$ cat config.mk
export PLATFORM = sky130hd
export DESIGN_NAME = yaw_hold_p_controller_unit
export DESIGN_NICKNAME = d
export VERILOG_FILES = /design/src/rtl/yhp_pkg.sv /design/src/rtl/yhp_step.sv /design/src/rtl/yaw_hold_p_controller_unit.sv
export SDC_FILE = /design/constraint.sdc
export NUM_CORES = 1
export LEC_CHECK = 0
export ABC_AREA = 0
export BUFFER_PORTS_ARGS = -buffer_cell sky130_fd_sc_hd__clkbuf_2
export CAP_MARGIN = 30
export CORE_UTILIZATION = 40
export CTS_BUF_LIST = sky130_fd_sc_hd__clkbuf_2 sky130_fd_sc_hd__clkbuf_4 sky130_fd_sc_hd__clkbuf_8
export CTS_CLUSTER_DIAMETER = 60
export CTS_CLUSTER_SIZE = 40
export DETAILED_ROUTE_END_ITERATION = 8
export GPL_TIMING_DRIVEN = 1
export PLACE_DENSITY = 0.7
export SLEW_MARGIN = 0
export SYNTH_ARGS = -nofsm -noshare
export SYNTH_HDL_FRONTEND = slang
export SYNTH_HIERARCHICAL = 1
export SYNTH_SLANG_ARGS = --single-unit
export TNS_END_PERCENT = 50
$ cat constraint.sdc
create_clock -name aclk -period 20 [get_ports aclk]
set_input_delay 4 -clock aclk [delete_from_list [all_inputs] [get_ports aclk]]
set_output_delay 4 -clock aclk [all_outputs]
set_load 0.02 [all_outputs]
$ cat src/rtl/yhp_pkg.sv
`timescale 1ns / 1ps
// ----------------------------------------------------------------------------
// yhp_pkg
// Types and constants shared by the yaw hold proportional controller.
// ----------------------------------------------------------------------------
package yhp_pkg;

    localparam logic [1:0] CMD_TICK    = 2'd0;
    localparam logic [1:0] CMD_RUN     = 2'd1;
    localparam logic [1:0] CMD_RESTART = 2'd2;

    localparam logic [23:0] SETTLE_RESET = 24'd1000000;
    localparam logic [8:0]  FULL_CIRCLE  = 9'd360;
    localparam logic [7:0]  SERVO_CENTER = 8'd90;
    localparam logic [7:0]  SERVO_MAX    = 8'd180;

    localparam logic signed [9:0] ERR_HALF_TURN = 10'sd180;
    localparam logic signed [9:0] ERR_FULL_TURN = 10'sd360;

    typedef struct packed {
        logic [23:0] settle_count;
        logic        ref_captured;
        logic [8:0]  ref_heading;
        logic [7:0]  servo_position;
    } yhp_state_t;

    typedef struct packed {
        logic [7:0]        servo_angle;
        logic [8:0]        reference_heading;
        logic              reference_valid;
        logic signed [8:0] control_error;
    } yhp_result_t;

endpackage

$ cat src/rtl/yhp_step.sv
`timescale 1ns / 1ps
// ----------------------------------------------------------------------------
// yhp_step
// Combinational update of controller state and result for one item.
// ----------------------------------------------------------------------------
module yhp_step
    import yhp_pkg::*;
(
    input  yhp_state_t  state_cur,
    input  logic [23:0] settle_ticks,
    input  logic [1:0]  cmd,
    input  logic [8:0]  heading,
    output yhp_state_t  state_next,
    output yhp_result_t result
);

    logic [8:0]        hd_fix;
    logic signed [9:0] err_raw;
    logic signed [9:0] err_wrap;
    logic signed [9:0] err_half;
    logic signed [9:0] pos_sum;
    logic [7:0]        pos_sat;
    logic signed [8:0] cerr;

    assign hd_fix  = (heading >= FULL_CIRCLE) ? heading - FULL_CIRCLE : heading;
    assign err_raw = $signed({1'b0, hd_fix}) - $signed({1'b0, state_cur.ref_heading});

    // shorter way round the circle
    always_comb begin
        if (err_raw > ERR_HALF_TURN) begin
            err_wrap = err_raw - ERR_FULL_TURN;
        end else if (err_raw < -ERR_HALF_TURN) begin
            err_wrap = err_raw + ERR_FULL_TURN;
        end else begin
            err_wrap = err_raw;
        end
    end

    // halve, truncating toward zero
    assign err_half = (err_wrap + $signed({9'd0, err_wrap[9]})) >>> 1;
    assign pos_sum  = $signed({2'b00, state_cur.servo_position}) + err_half;

    always_comb begin
        if (pos_sum < 10'sd0) begin
            pos_sat = 8'd0;
        end else if (pos_sum > $signed({2'b00, SERVO_MAX})) begin
            pos_sat = SERVO_MAX;
        end else begin
            pos_sat = pos_sum[7:0];
        end
    end

    always_comb begin
        state_next = state_cur;
        cerr       = 9'sd0;
        case (cmd)
            CMD_TICK: begin
                if (state_cur.settle_count != 24'd0) begin
                    state_next.settle_count = state_cur.settle_count - 24'd1;
                end
            end
            CMD_RESTART: begin
                state_next.settle_count = settle_ticks;
                state_next.ref_captured = 1'b0;
            end
            CMD_RUN: begin
                if (!state_cur.ref_captured) begin
                    state_next.servo_position = SERVO_CENTER;
                    if (state_cur.settle_count == 24'd0) begin
                        state_next.ref_heading  = hd_fix;
                        state_next.ref_captured = 1'b1;
                    end
                end else begin
                    state_next.servo_position = pos_sat;
                    cerr                      = err_wrap[8:0];
                end
            end
            default: begin
                state_next = state_cur;
            end
        endcase
    end

    assign result.servo_angle       = state_next.servo_position;
    assign result.reference_heading = state_next.ref_heading;
    assign result.reference_valid   = state_next.ref_captured;
    assign result.control_error     = cerr;

endmodule

$ cat src/rtl/yaw_hold_p_controller_unit.sv
`timescale 1ns / 1ps
// ----------------------------------------------------------------------------
// yaw_hold_p_controller_unit
// Heading-hold proportional controller: settle timer, reference capture,
// wrapped error and saturated servo angle, one result per item.
// ----------------------------------------------------------------------------
// an item is taken into the input register when accepted; its result is
// written to the result register when the result channel is free
// throughput: one item per cycle while m_ready does not hold the output;
// the state update runs through the step logic between the two registers
// reset (aresetn low, synchronous): settle_ticks and the timer load 1000000,
// reference dropped, servo at 0, both registers empty
module yaw_hold_p_controller_unit
    import yhp_pkg::*;
(
    input  logic        aclk,
    input  logic        aresetn,
    input  logic        cfg_valid,
    output logic        cfg_ready,
    input  logic [23:0] cfg_data,
    input  logic        s_valid,
    output logic        s_ready,
    input  logic [1:0]  s_cmd,
    input  logic [8:0]  s_heading,
    output logic        m_valid,
    input  logic        m_ready,
    output logic [7:0]  m_servo_angle,
    output logic [8:0]  m_reference_heading,
    output logic        m_reference_valid,
    output logic [8:0]  m_control_error
);

    logic [23:0] settle_ticks_reg;
    logic        in_valid_reg;
    logic [1:0]  cmd_reg;
    logic [8:0]  heading_reg;
    yhp_state_t  state_reg;
    yhp_state_t  state_next;
    yhp_result_t result_next;
    yhp_result_t result_reg;
    logic        out_valid_reg;
    logic        out_free;
    logic        advance;

    assign cfg_ready = 1'b1;
    assign out_free  = !out_valid_reg || m_ready;
    assign advance   = in_valid_reg && out_free;
    assign s_ready   = !in_valid_reg || out_free;

    always_ff @(posedge aclk) begin
        if (!aresetn) begin
            settle_ticks_reg <= SETTLE_RESET;
        end else if (cfg_valid && cfg_ready) begin
            settle_ticks_reg <= cfg_data;
        end
    end

    always_ff @(posedge aclk) begin
        if (!aresetn) begin
            in_valid_reg <= 1'b0;
        end else if (s_ready) begin
            in_valid_reg <= s_valid;
        end
    end

    always_ff @(posedge aclk) begin
        if (s_valid && s_ready) begin
            cmd_reg     <= s_cmd;
            heading_reg <= s_heading;
        end
    end

    yhp_step u_step (
        .state_cur    (state_reg),
        .settle_ticks (settle_ticks_reg),
        .cmd          (cmd_reg),
        .heading      (heading_reg),
        .state_next   (state_next),
        .result       (result_next)
    );

    always_ff @(posedge aclk) begin
        if (!aresetn) begin
            state_reg.settle_count   <= SETTLE_RESET;
            state_reg.ref_captured   <= 1'b0;
            state_reg.ref_heading    <= 9'd0;
            state_reg.servo_position <= 8'd0;
        end else if (advance) begin
            state_reg <= state_next;
        end
    end

    always_ff @(posedge aclk) begin
        if (!aresetn) begin
            out_valid_reg <= 1'b0;
        end else if (out_free) begin
            out_valid_reg <= in_valid_reg;
        end
    end

    always_ff @(posedge aclk) begin
        if (advance) begin
            result_reg <= result_next;
        end
    end

    assign m_valid             = out_valid_reg;
    assign m_servo_angle       = result_reg.servo_angle;
    assign m_reference_heading = result_reg.reference_heading;
    assign m_reference_valid   = result_reg.reference_valid;
    assign m_control_error     = result_reg.control_error;

endmodule

; ---- After elaboration in Yosys (flattened, before gate mapping)
; Index checks and enable logic that the tools add are counted.
[word_totals]
out_inout_bits = 30
reg_bits = 106
[op_classes]
addsub = 7
n_lt_le_gt_ge = 5
muxes = 12
reduce_logical = 12
n_eq_ne = 3
[op_table]
columns = op, count
row1 = $pmux 24 s2, 1
row2 = $mux 10, 4
row3 = $logic_not 24->1, 1
row4 = $mux 24, 1
row5 = $mux 8, 3
row6 = $reduce_bool 24->1, 1
row7 = $sub 24x1->24 const B, 1
row8 = $gt 10x9->1 const B, 2
row9 = $mux 17, 1
row10 = $add 10x10->10 const B, 1
row11 = $add 10x2->10, 1
row12 = $add 9x9->10, 1
row13 = $lt 10x1->1 const B, 1
row14 = $lt 10x9->1 const B, 1
row15 = $sub 10x10->10 const B, 1
row16 = $sub 9x9->10, 1
row17 = $ge 9x9->1 const B, 1
row18 = $mux 9, 1
row19 = $sub 9x9->9 const B, 1
row20 = $reduce_and 3->1, 1
row21 = $eq 2x1->1 const B, 1
row22 = $eq 2x2->1 const B, 1
row23 = $logic_and 1x1->1, 2
row24 = $logic_not 1->1, 2
row25 = other kinds (6), 7

; ---- Depth between registers and ports, before layout
; Gate-level depths: netlist of run 1.
[logic_depth]
ltp_word = 13
mapped_depth = 36
depth_no_buf = 33

; ---- By module
; The synthesis of run 1 kept the hierarchy.
[by_module_without_submodules]
columns = module, n_inst, area_each_um2, seq_area_each_um2, cells_per_inst
row1 = yaw_hold_p_controller_unit, 1, 3824.9, 2502.4, 310
row2 = yhp_step, 1, 3086.7, 0.0, 438

; ---- Worst setup path after synthesis of run 1
; Ideal clock, no wire load.
[synth_path]
path_kind = input-to-output
from = in m_ready
to = out s_ready
slack_ns = 11.628
path_buffers = 1
cell_stages = 3
arrival_ns = 4.372
t_required_ns = 16.000
cell_sequence = nor2b_4 buf_6 nand2_1
[synth_between]
elab_chain_len = 2
[synth_lines]
columns = element, line
row1 = start: declaration, yaw_hold_p_controller_unit.sv:26  ; input logic m_ready,
row2 = $logic_or 1x1->1, yaw_hold_p_controller_unit.sv:46  ; assign out_free = !out_valid_reg || m_ready;
row3 = $logic_or 1x1->1, yaw_hold_p_controller_unit.sv:48  ; assign s_ready = !in_valid_reg || out_free;
row4 = end: declaration, yaw_hold_p_controller_unit.sv:22  ; output logic s_ready,
; No other way between the ends.

; ---- Worst setup path after layout of run 1
; Same ends and word-level chain as after synthesis.

==> results_dict.tcl, run 1 <==
set metrics [dict create \
    outcome "complete, no violations" \
    wl_met1_mm 7.34 \
    finish.instance_area_um2 7390 \
    slew_viol_final 0 \
    ys_ff_latch 106 \
    port_buffers 68 \
    met3WireLength_um 508 \
    post_drt_wl_per_cell_um 14.3 \
    synth_edf_count 38 \
    rows 47 \
    hold_viol 0 \
    cts_made_buffers 9 \
    grt_overflow 0 \
    cp_num_buf_inv 2 \
    seq_area_frac_synth_pct 36.2 \
    dpl.hpwl_mm 10.1 \
    arrival_ns 4.77 \
    htreeDepth 3 \
    grt_usage_pct 16.4 \
    antenna_found_initial 0 \
    slowest_delay_ns 0.37 \
    power_frac_comb_pct 34.0 \
    fin_crit_ns 8.77 \
    top_layer "met4" \
    dr.pass1.iters 5 \
    grt_max_degree 104 \
    syn_to_final_growth_pct 6.88 \
    io_pins 70 \
    fin_tns_setup_ns 0 \
    clock_latency_ns 0.40 \
    clock_skew_ns 0.0173 \
    crit_fanout 18 \
    total_power_w 0.000559 \
    fin_nets 845 \
    synthTopCellsByArea "dfxtp_1 20%, edfxtp_1 17%, mux2i_1 8.7%" \
    vdd_drop_max_mv 0.0365 \
    crit_path_start_kind "input pin" \
    maxCapViolCount 0 \
    drt-initial-drc-count 337 \
    seq_power_share_pct 42.6 \
    die_h_um 133 \
    grt_pass1_vias 4800 \
    cts_root_buf "clkbuf_8" \
    critPathTopFamily "simple AND/OR/NAND/NOR gates" \
    cts_buffer_depth 2 \
    clkTransAtPathRegs_ns 0.10 \
    postRouteAntennaNets 0 \
    clkPwrFrac_pct 23.3 \
    p_leak_nw 2.98 \
    crit_slowest_cell "nor2b_4" \
    die_x_um 133 \
    cts_tree "yes" \
    postSynthCellCount 748 \
    maxSlewHeadroom_pct 35.4 \
    p_sw_w 0.000196 \
    n_antenna_cell 0 \
    cts_resized 0 \
    fin_crit_sh_pct 43.8 \
    start_util_pct 41.4 \
    crit_required_ns 16.00 \
    path_cells "clkbuf_2 -> nor2b_4 -> nand2_1 -> clkbuf_2" \
    syn-cell-area_um2 6910 \
    cellPowerDensity_nw_per_um2 75.7 \
    synth_cell_types 83 \
    startpoint "m_ready" \
    avgSynthCellArea_um2 9.24 \
    intPower_w 0.000363 \
    drive_above_1_share_pct 17.5 \
    totalWireLength_mm 14.3 \
    hold_path_class "reg2reg" \
    yosysTopAreaCellShare_pct 19.7 \
    swShare_pct 35.1 \
    ys.flop_type "dfxtp_1" \
    hold_start "state_reg[10]" \
    postCtsSetupBuffers 0 \
    reg2reg_from "heading_reg[1]" \
    largest_reg_flops 42 \
    yosys_warnings 6 \
    cts-hold-fix-buffers 0 \
    cts.sinks 106 \
    grt_pass1_wl_mm 23.5 \
    worstMarginPinSlew_ns 0.970 \
    drc 0 \
    hold_slack_ns 0.479 \
    coreArea_um2 16700 \
    die_area_um2 17800 \
    end_kind "output pin" \
    grt_setup_unrepaired "false" \
    max_freq_mhz 114 \
    gp_congestion 0.884 \
    route.met2.wl_mm 6.22 \
    vias_per_cell 5.26 \
    ys_async_sr_fraction_pct 0 \
    cpMostUsedCell "clkbuf_2" \
    synth.net_count 817 \
    crit_type "in2out" \
    postPlaceCellArea_um2 7190 \
    synth_top_area_cell "dfxtp_1" \
    dr_total_vias 5265 \
    setup_viol 0 \
]
## synthesized netlist by cell type, types with 3 or more instances
| cell | n |
|---|---|
| inv_1 | 36 |
| mux2i_1 | 60 |
| nor3_1 | 12 |
| nor4_1 | 6 |
| a21oi_1 | 23 |
| a21oi_2 | 5 |
| buf_8 | 3 |
| mux2_2 | 9 |
| and3_1 | 6 |
| clkbuf_1 | 14 |
| nand2b_1 | 6 |
| or4_1 | 5 |
| or2_2 | 3 |
| a211oi_1 | 5 |
| nand2_1 | 133 |
| a31oi_1 | 6 |
| a21o_1 | 9 |
| buf_2 | 11 |
| o22ai_1 | 3 |
| o311ai_1 | 3 |
| buf_6 | 3 |
| o2bb2ai_1 | 3 |
| nor2b_1 | 23 |
| a221o_1 | 6 |
| a22oi_1 | 12 |
| o21a_1 | 9 |
| dfxtp_1 | 68 |
| o21ai_0 | 19 |
| xnor2_2 | 4 |
| buf_4 | 22 |
| and2_1 | 5 |
| or3_1 | 7 |
| nor2_1 | 36 |
| nand3_1 | 5 |
| xor2_1 | 17 |
| nor3b_1 | 4 |
| edfxtp_1 | 38 |
| a21boi_0 | 3 |
| ha_1 | 27 |
| xnor2_1 | 17 |
| o311ai_0 | 7 |
| o211ai_1 | 4 |
## metrics by stage
step | util (%) | setup slack (ns) | std cells
floorplan | - | 11.63 | 748
global placement | 43.0 | 11.26 | 984
detailed placement | 43.0 | 11.23 | 984
CTS | 44.2 | 11.23 | 1000
global route | 44.2 | 11.13 | 1001
finish | 44.2 | 11.23 | 1001
## worst reg2reg max path, delay by kind of cell, from the launching register on
family                   cells  cell delay (ns)
adder cells (fa/ha/maj)      3             1.06
buffers and inverters        1             0.10
flip-flops                   1             0.51
XOR/XNOR                     1             0.24
AND/OR/NAND/NOR             12             2.43
AO/OA/AOI/OAI               14             3.23
multiplexers                 1             0.08
## metal layers
metal | track usage (%) | vias to the layer above
li1 | - | 2692
met3 | 3.31 | 13
met1 | 22.9 | 2449
met4 | 5.93 | 0
met5 | 0 | -
met2 | 25.1 | 111
## layout make-up
| type | count | area, um2 |
|---|---|---|
| clock buffers | 12 | 153 |
| well taps | 220 | 275 |
| flip-flops and latches | 106 | 2500 |
| multi-input cells | 550 | 3910 |
| repair buffers | 72 | 374 |
| inverters | 37 | 139 |
| clock inverters | 4 | 33.8 |
| fillers | 1653 | 9310 |
## power by group through the flow
| stage | registers [W] | logic, W | clock network (W) |
|---|---|---|---|
| floorplan | 0.000244 | 0.000154 | 0 |
| global placement | 0.000243 | 0.000186 | 0 |
| detailed placement | 0.000244 | 0.000188 | 0 |
| CTS | 0.000239 | 0.000189 | 0.000136 |
| global route | 0.000240 | 0.000208 | 0.000143 |
| finish | 0.000239 | 0.000190 | 0.000130 |
## placed cells by master, fill, tap and decap left out, types with 4 or more instances in the layout
cell type  synthesis  layout
nand2_1          133     133
dfxtp_1           68      68
clkbuf_2           1      67
mux2i_1           60      60
edfxtp_1          38      38
inv_1             36      36
nor2_1            36      36
ha_1              27      27
nor2b_1           23      23
a21oi_1           23      23
o21ai_0           19      19
xor2_1            17      17
xnor2_1           17      17
nor3_1            12      12
a22oi_1           12      12
clkbuf_8           0      10
o21a_1             9       9
a21o_1             9       9
mux2_2             9       9
o311ai_0           7       7
or3_1              7       7
nor4_1             6       6
nand2b_1           6       6
and3_1             6       6
a31oi_1            6       6
a221o_1            6       6
and2_1             5       5
or4_1              5       5
nand3_1            5       5
a21oi_2            5       5
a211oi_1           5       5
o211ai_1           4       4
nor3b_1            4       4
xnor2_2            4       4
## path summary, 6_finish.rpt
path                                 endpoint  slack [ns]  cells past startpoint
worst min register to register  state_reg[10]        0.48                      2
worst min-delay path            state_reg[10]        0.48                      2
worst max-delay path                  s_ready       11.23                      4
worst max register to register   state_reg[6]       12.22                     32
## logic make-up after synthesis
kind of cell / Yosys count / synth area share (%)
flip-flops: 106 / 36.2
buffers and inverters: 92 / 7.22
AO/OA/AOI/OAI: 148 / 16.9
AND/OR/NAND/NOR: 264 / 18.5
multiplexers: 69 / 10.2
adder cells (fa/ha/maj): 29 / 5.47
XOR/XNOR: 39 / 5.49
other: 1 / 0.0543
(Power assumes the default switching activity.)
==> inputs of run 2 (changes only) <==
- ABC_AREA: 0 -> 1
- clock period: 20 -> 9.18 ns (I/O delays scaled with it)
==> results_dict.tcl, run 2 <==
set metrics [dict create \
    outcome "complete, no violations" \
    coreArea_um2 17200 \
    crit_type "reg2reg" \
    synth_top_family_by_area "simple AND/OR/NAND/NOR gates" \
    crit_required_ns 9.54 \
    ys_async_sr_fraction_pct 0 \
    synth_edf_count 38 \
    clock_skew_ns 0.0195 \
    cts_made_buffers 9 \
    clkTransAtPathRegs_ns 0.12 \
    grt_setup_unrepaired "false" \
    yosys.area_share.simple_pct 32.3 \
    syn-cell-area_um2 7060 \
    setup_viol 0 \
    die_h_um 135 \
    port_buffers 68 \
    grt_max_degree 80 \
    hold_viol 0 \
    end_kind "flop" \
    yosys_warnings 6 \
    grt_pass1_wl_mm 27.1 \
    avgSynthCellArea_um2 7.02 \
    die_x_um 135 \
    ys.flop_type "dfxtp_1" \
    fin_nets 1104 \
    fin_crit_ns 6.50 \
    max_freq_mhz 154 \
    largest_reg_flops 42 \
    cts_resized 0 \
    postPlaceCellArea_um2 7410 \
    gp_congestion 0.901 \
    ys_top_cells_by_count "196 x nand2_1, 133 x inv_1, 132 x nor2_1, 112 x nand3_1, 68 x dfxtp_1" \
    critPathTopFamily "simple AND/OR/NAND/NOR gates" \
    cts_buffer_depth 2 \
    dr_total_vias 6360 \
    cts_tree "yes" \
    finish.instance_area_um2 7630 \
    drt-initial-drc-count 554 \
    synth_fa_ha_area_share_pct 5.35 \
    synthTopCellsByArea "dfxtp_1 19%, edfxtp_1 16%, nand2_1 10%" \
    post_drt_wl_per_cell_um 12.9 \
    drc 0 \
    seq_area_frac_synth_pct 35.4 \
    die_area_um2 18200 \
    io_pins 70 \
    yosysMostFrequentCell "nand2_1" \
    cts.sinks 106 \
    rows 48 \
    p_leak_nw 3.66 \
    drive_above_1_share_pct 13.3 \
    postRouteAntennaNets 0 \
    ys_ff_latch 106 \
    synth_compound_area_share_pct 11.6 \
    final_cell_mix "196 x nand2_1, 133 x inv_1, 131 x nor2_1, 112 x nand3_1, 68 x clkbuf_2" \
    maxCapViolCount 0 \
    cts_root_buf "clkbuf_8" \
    grt_pass1_vias 5609 \
    cp_num_buf_inv 5 \
    cellPowerDensity_nw_per_um2 186 \
    totalWireLength_mm 16.3 \
    synth_top_area_cell "dfxtp_1" \
    cts-hold-fix-buffers 0 \
    hold_path_class "reg2reg" \
    clock_latency_ns 0.41 \
    vdd_drop_max_mv 0.0731 \
    fin_crit_sh_pct 70.8 \
    postCtsSetupBuffers 0 \
    synth_cell_types 42 \
    htreeDepth 3 \
    postSynthCellCount 1005 \
    crit_path_start_kind "flop" \
    crit_slowest_cell "edfxtp_1" \
    grt_usage_pct 18.7 \
    syn_to_final_growth_pct 8.14 \
    final_common_cell "nand2_1" \
    n_antenna_cell 0 \
    slew_viol_final 0 \
    synth_xor_xnor_area_share_pct 3.23 \
    synth.net_count 1074 \
    muxShareOfSynthArea_pct 0 \
    fin_tns_setup_ns 0 \
    antenna_found_initial 0 \
    vias_per_cell 5.03 \
    yosysTopAreaCellShare_pct 19.3 \
    start_util_pct 41.0 \
    slowest_delay_ns 0.47 \
    maxSlewHeadroom_pct 29.9 \
    worstMarginPinSlew_ns 1.05 \
    dpl.hpwl_mm 11.7 \
    fillers 1766 \
    grt_overflow 0 \
    arrival_ns 6.86 \
    cpMostUsedCell "nand2_1" \
    dr.pass1.iters 5 \
    crit_fanout 7 \
]
-- run 2: metrics by stage --
step           util [%]  total power, W  worst slack (ns)  hold WS, ns  cells
6_report           44.3         0.00142              2.68        0.481   1265
5_1_grt            44.3         0.00153              1.87        0.491   1265
4_1_cts            44.3         0.00143              2.71        0.476   1265
3_5_place_dp       43.0         0.00110              2.88        0.447   1249
3_3_place_gp       42.9         0.00110              3.10        0.449   1248
2_1_floorplan         -        0.000994              3.52        0.429   1005
-- run 2: per-layer routing --
layer / routed length (um) / vias up / track usage, %
met5: 0 / - / 0
met4: 216 / 0 / 6.30
met3: 802 / 16 / 2.63
met2: 7540 / 174 / 30.6
met1: 7770 / 2872 / 25.3
li1: - / 3298 / -
-- run 2: logic make-up (layout without fill, tap and decap cells) --
family,after synthesis,count (layout)
simple gates,505,505
compound gates,146,146
fa+ha+maj,29,29
other cells,1,1
flops,106,106
xor+xnor,26,26
buf+inv,192,227
-- run 2: path summary, 6_finish.rpt --
path                           to  depth (start not counted)  slack (ns)            startpoint
max reg2reg          state_reg[6]                         41        2.68        heading_reg[1]
max                  state_reg[6]                         41        2.68        heading_reg[1]
min reg2reg  settle_ticks_reg[14]                          2        0.48  settle_ticks_reg[14]
min          settle_ticks_reg[14]                          2        0.48  settle_ticks_reg[14]
-- run 2: worst min-delay path, delay by kind of cell, from the launching register on --
family | cells | cell delay [ns]
AND/OR/NAND/NOR | 2 | 0.10
flip-flops | 1 | 0.35
-- run 2: layout make-up --
cell class	count	area [um2]	share of cell area [%]
Timing Repair Buffer	74	405	5.31
Clock inverter	7	95.1	1.25
Sequential cell	106	2500	32.8
Tap cell	225	282	3.69
Clock buffer	9	124	1.62
Multi-Input combinational cell	707	3710	48.6
Inverter	137	514	6.74
-- run 2: where the power goes --
part	internal, W	switching (W)
Sequential	0.000518	0.0000258
Combinational	0.000193	0.000360
Clock	0.000135	0.000187
Total	0.000845	0.000573
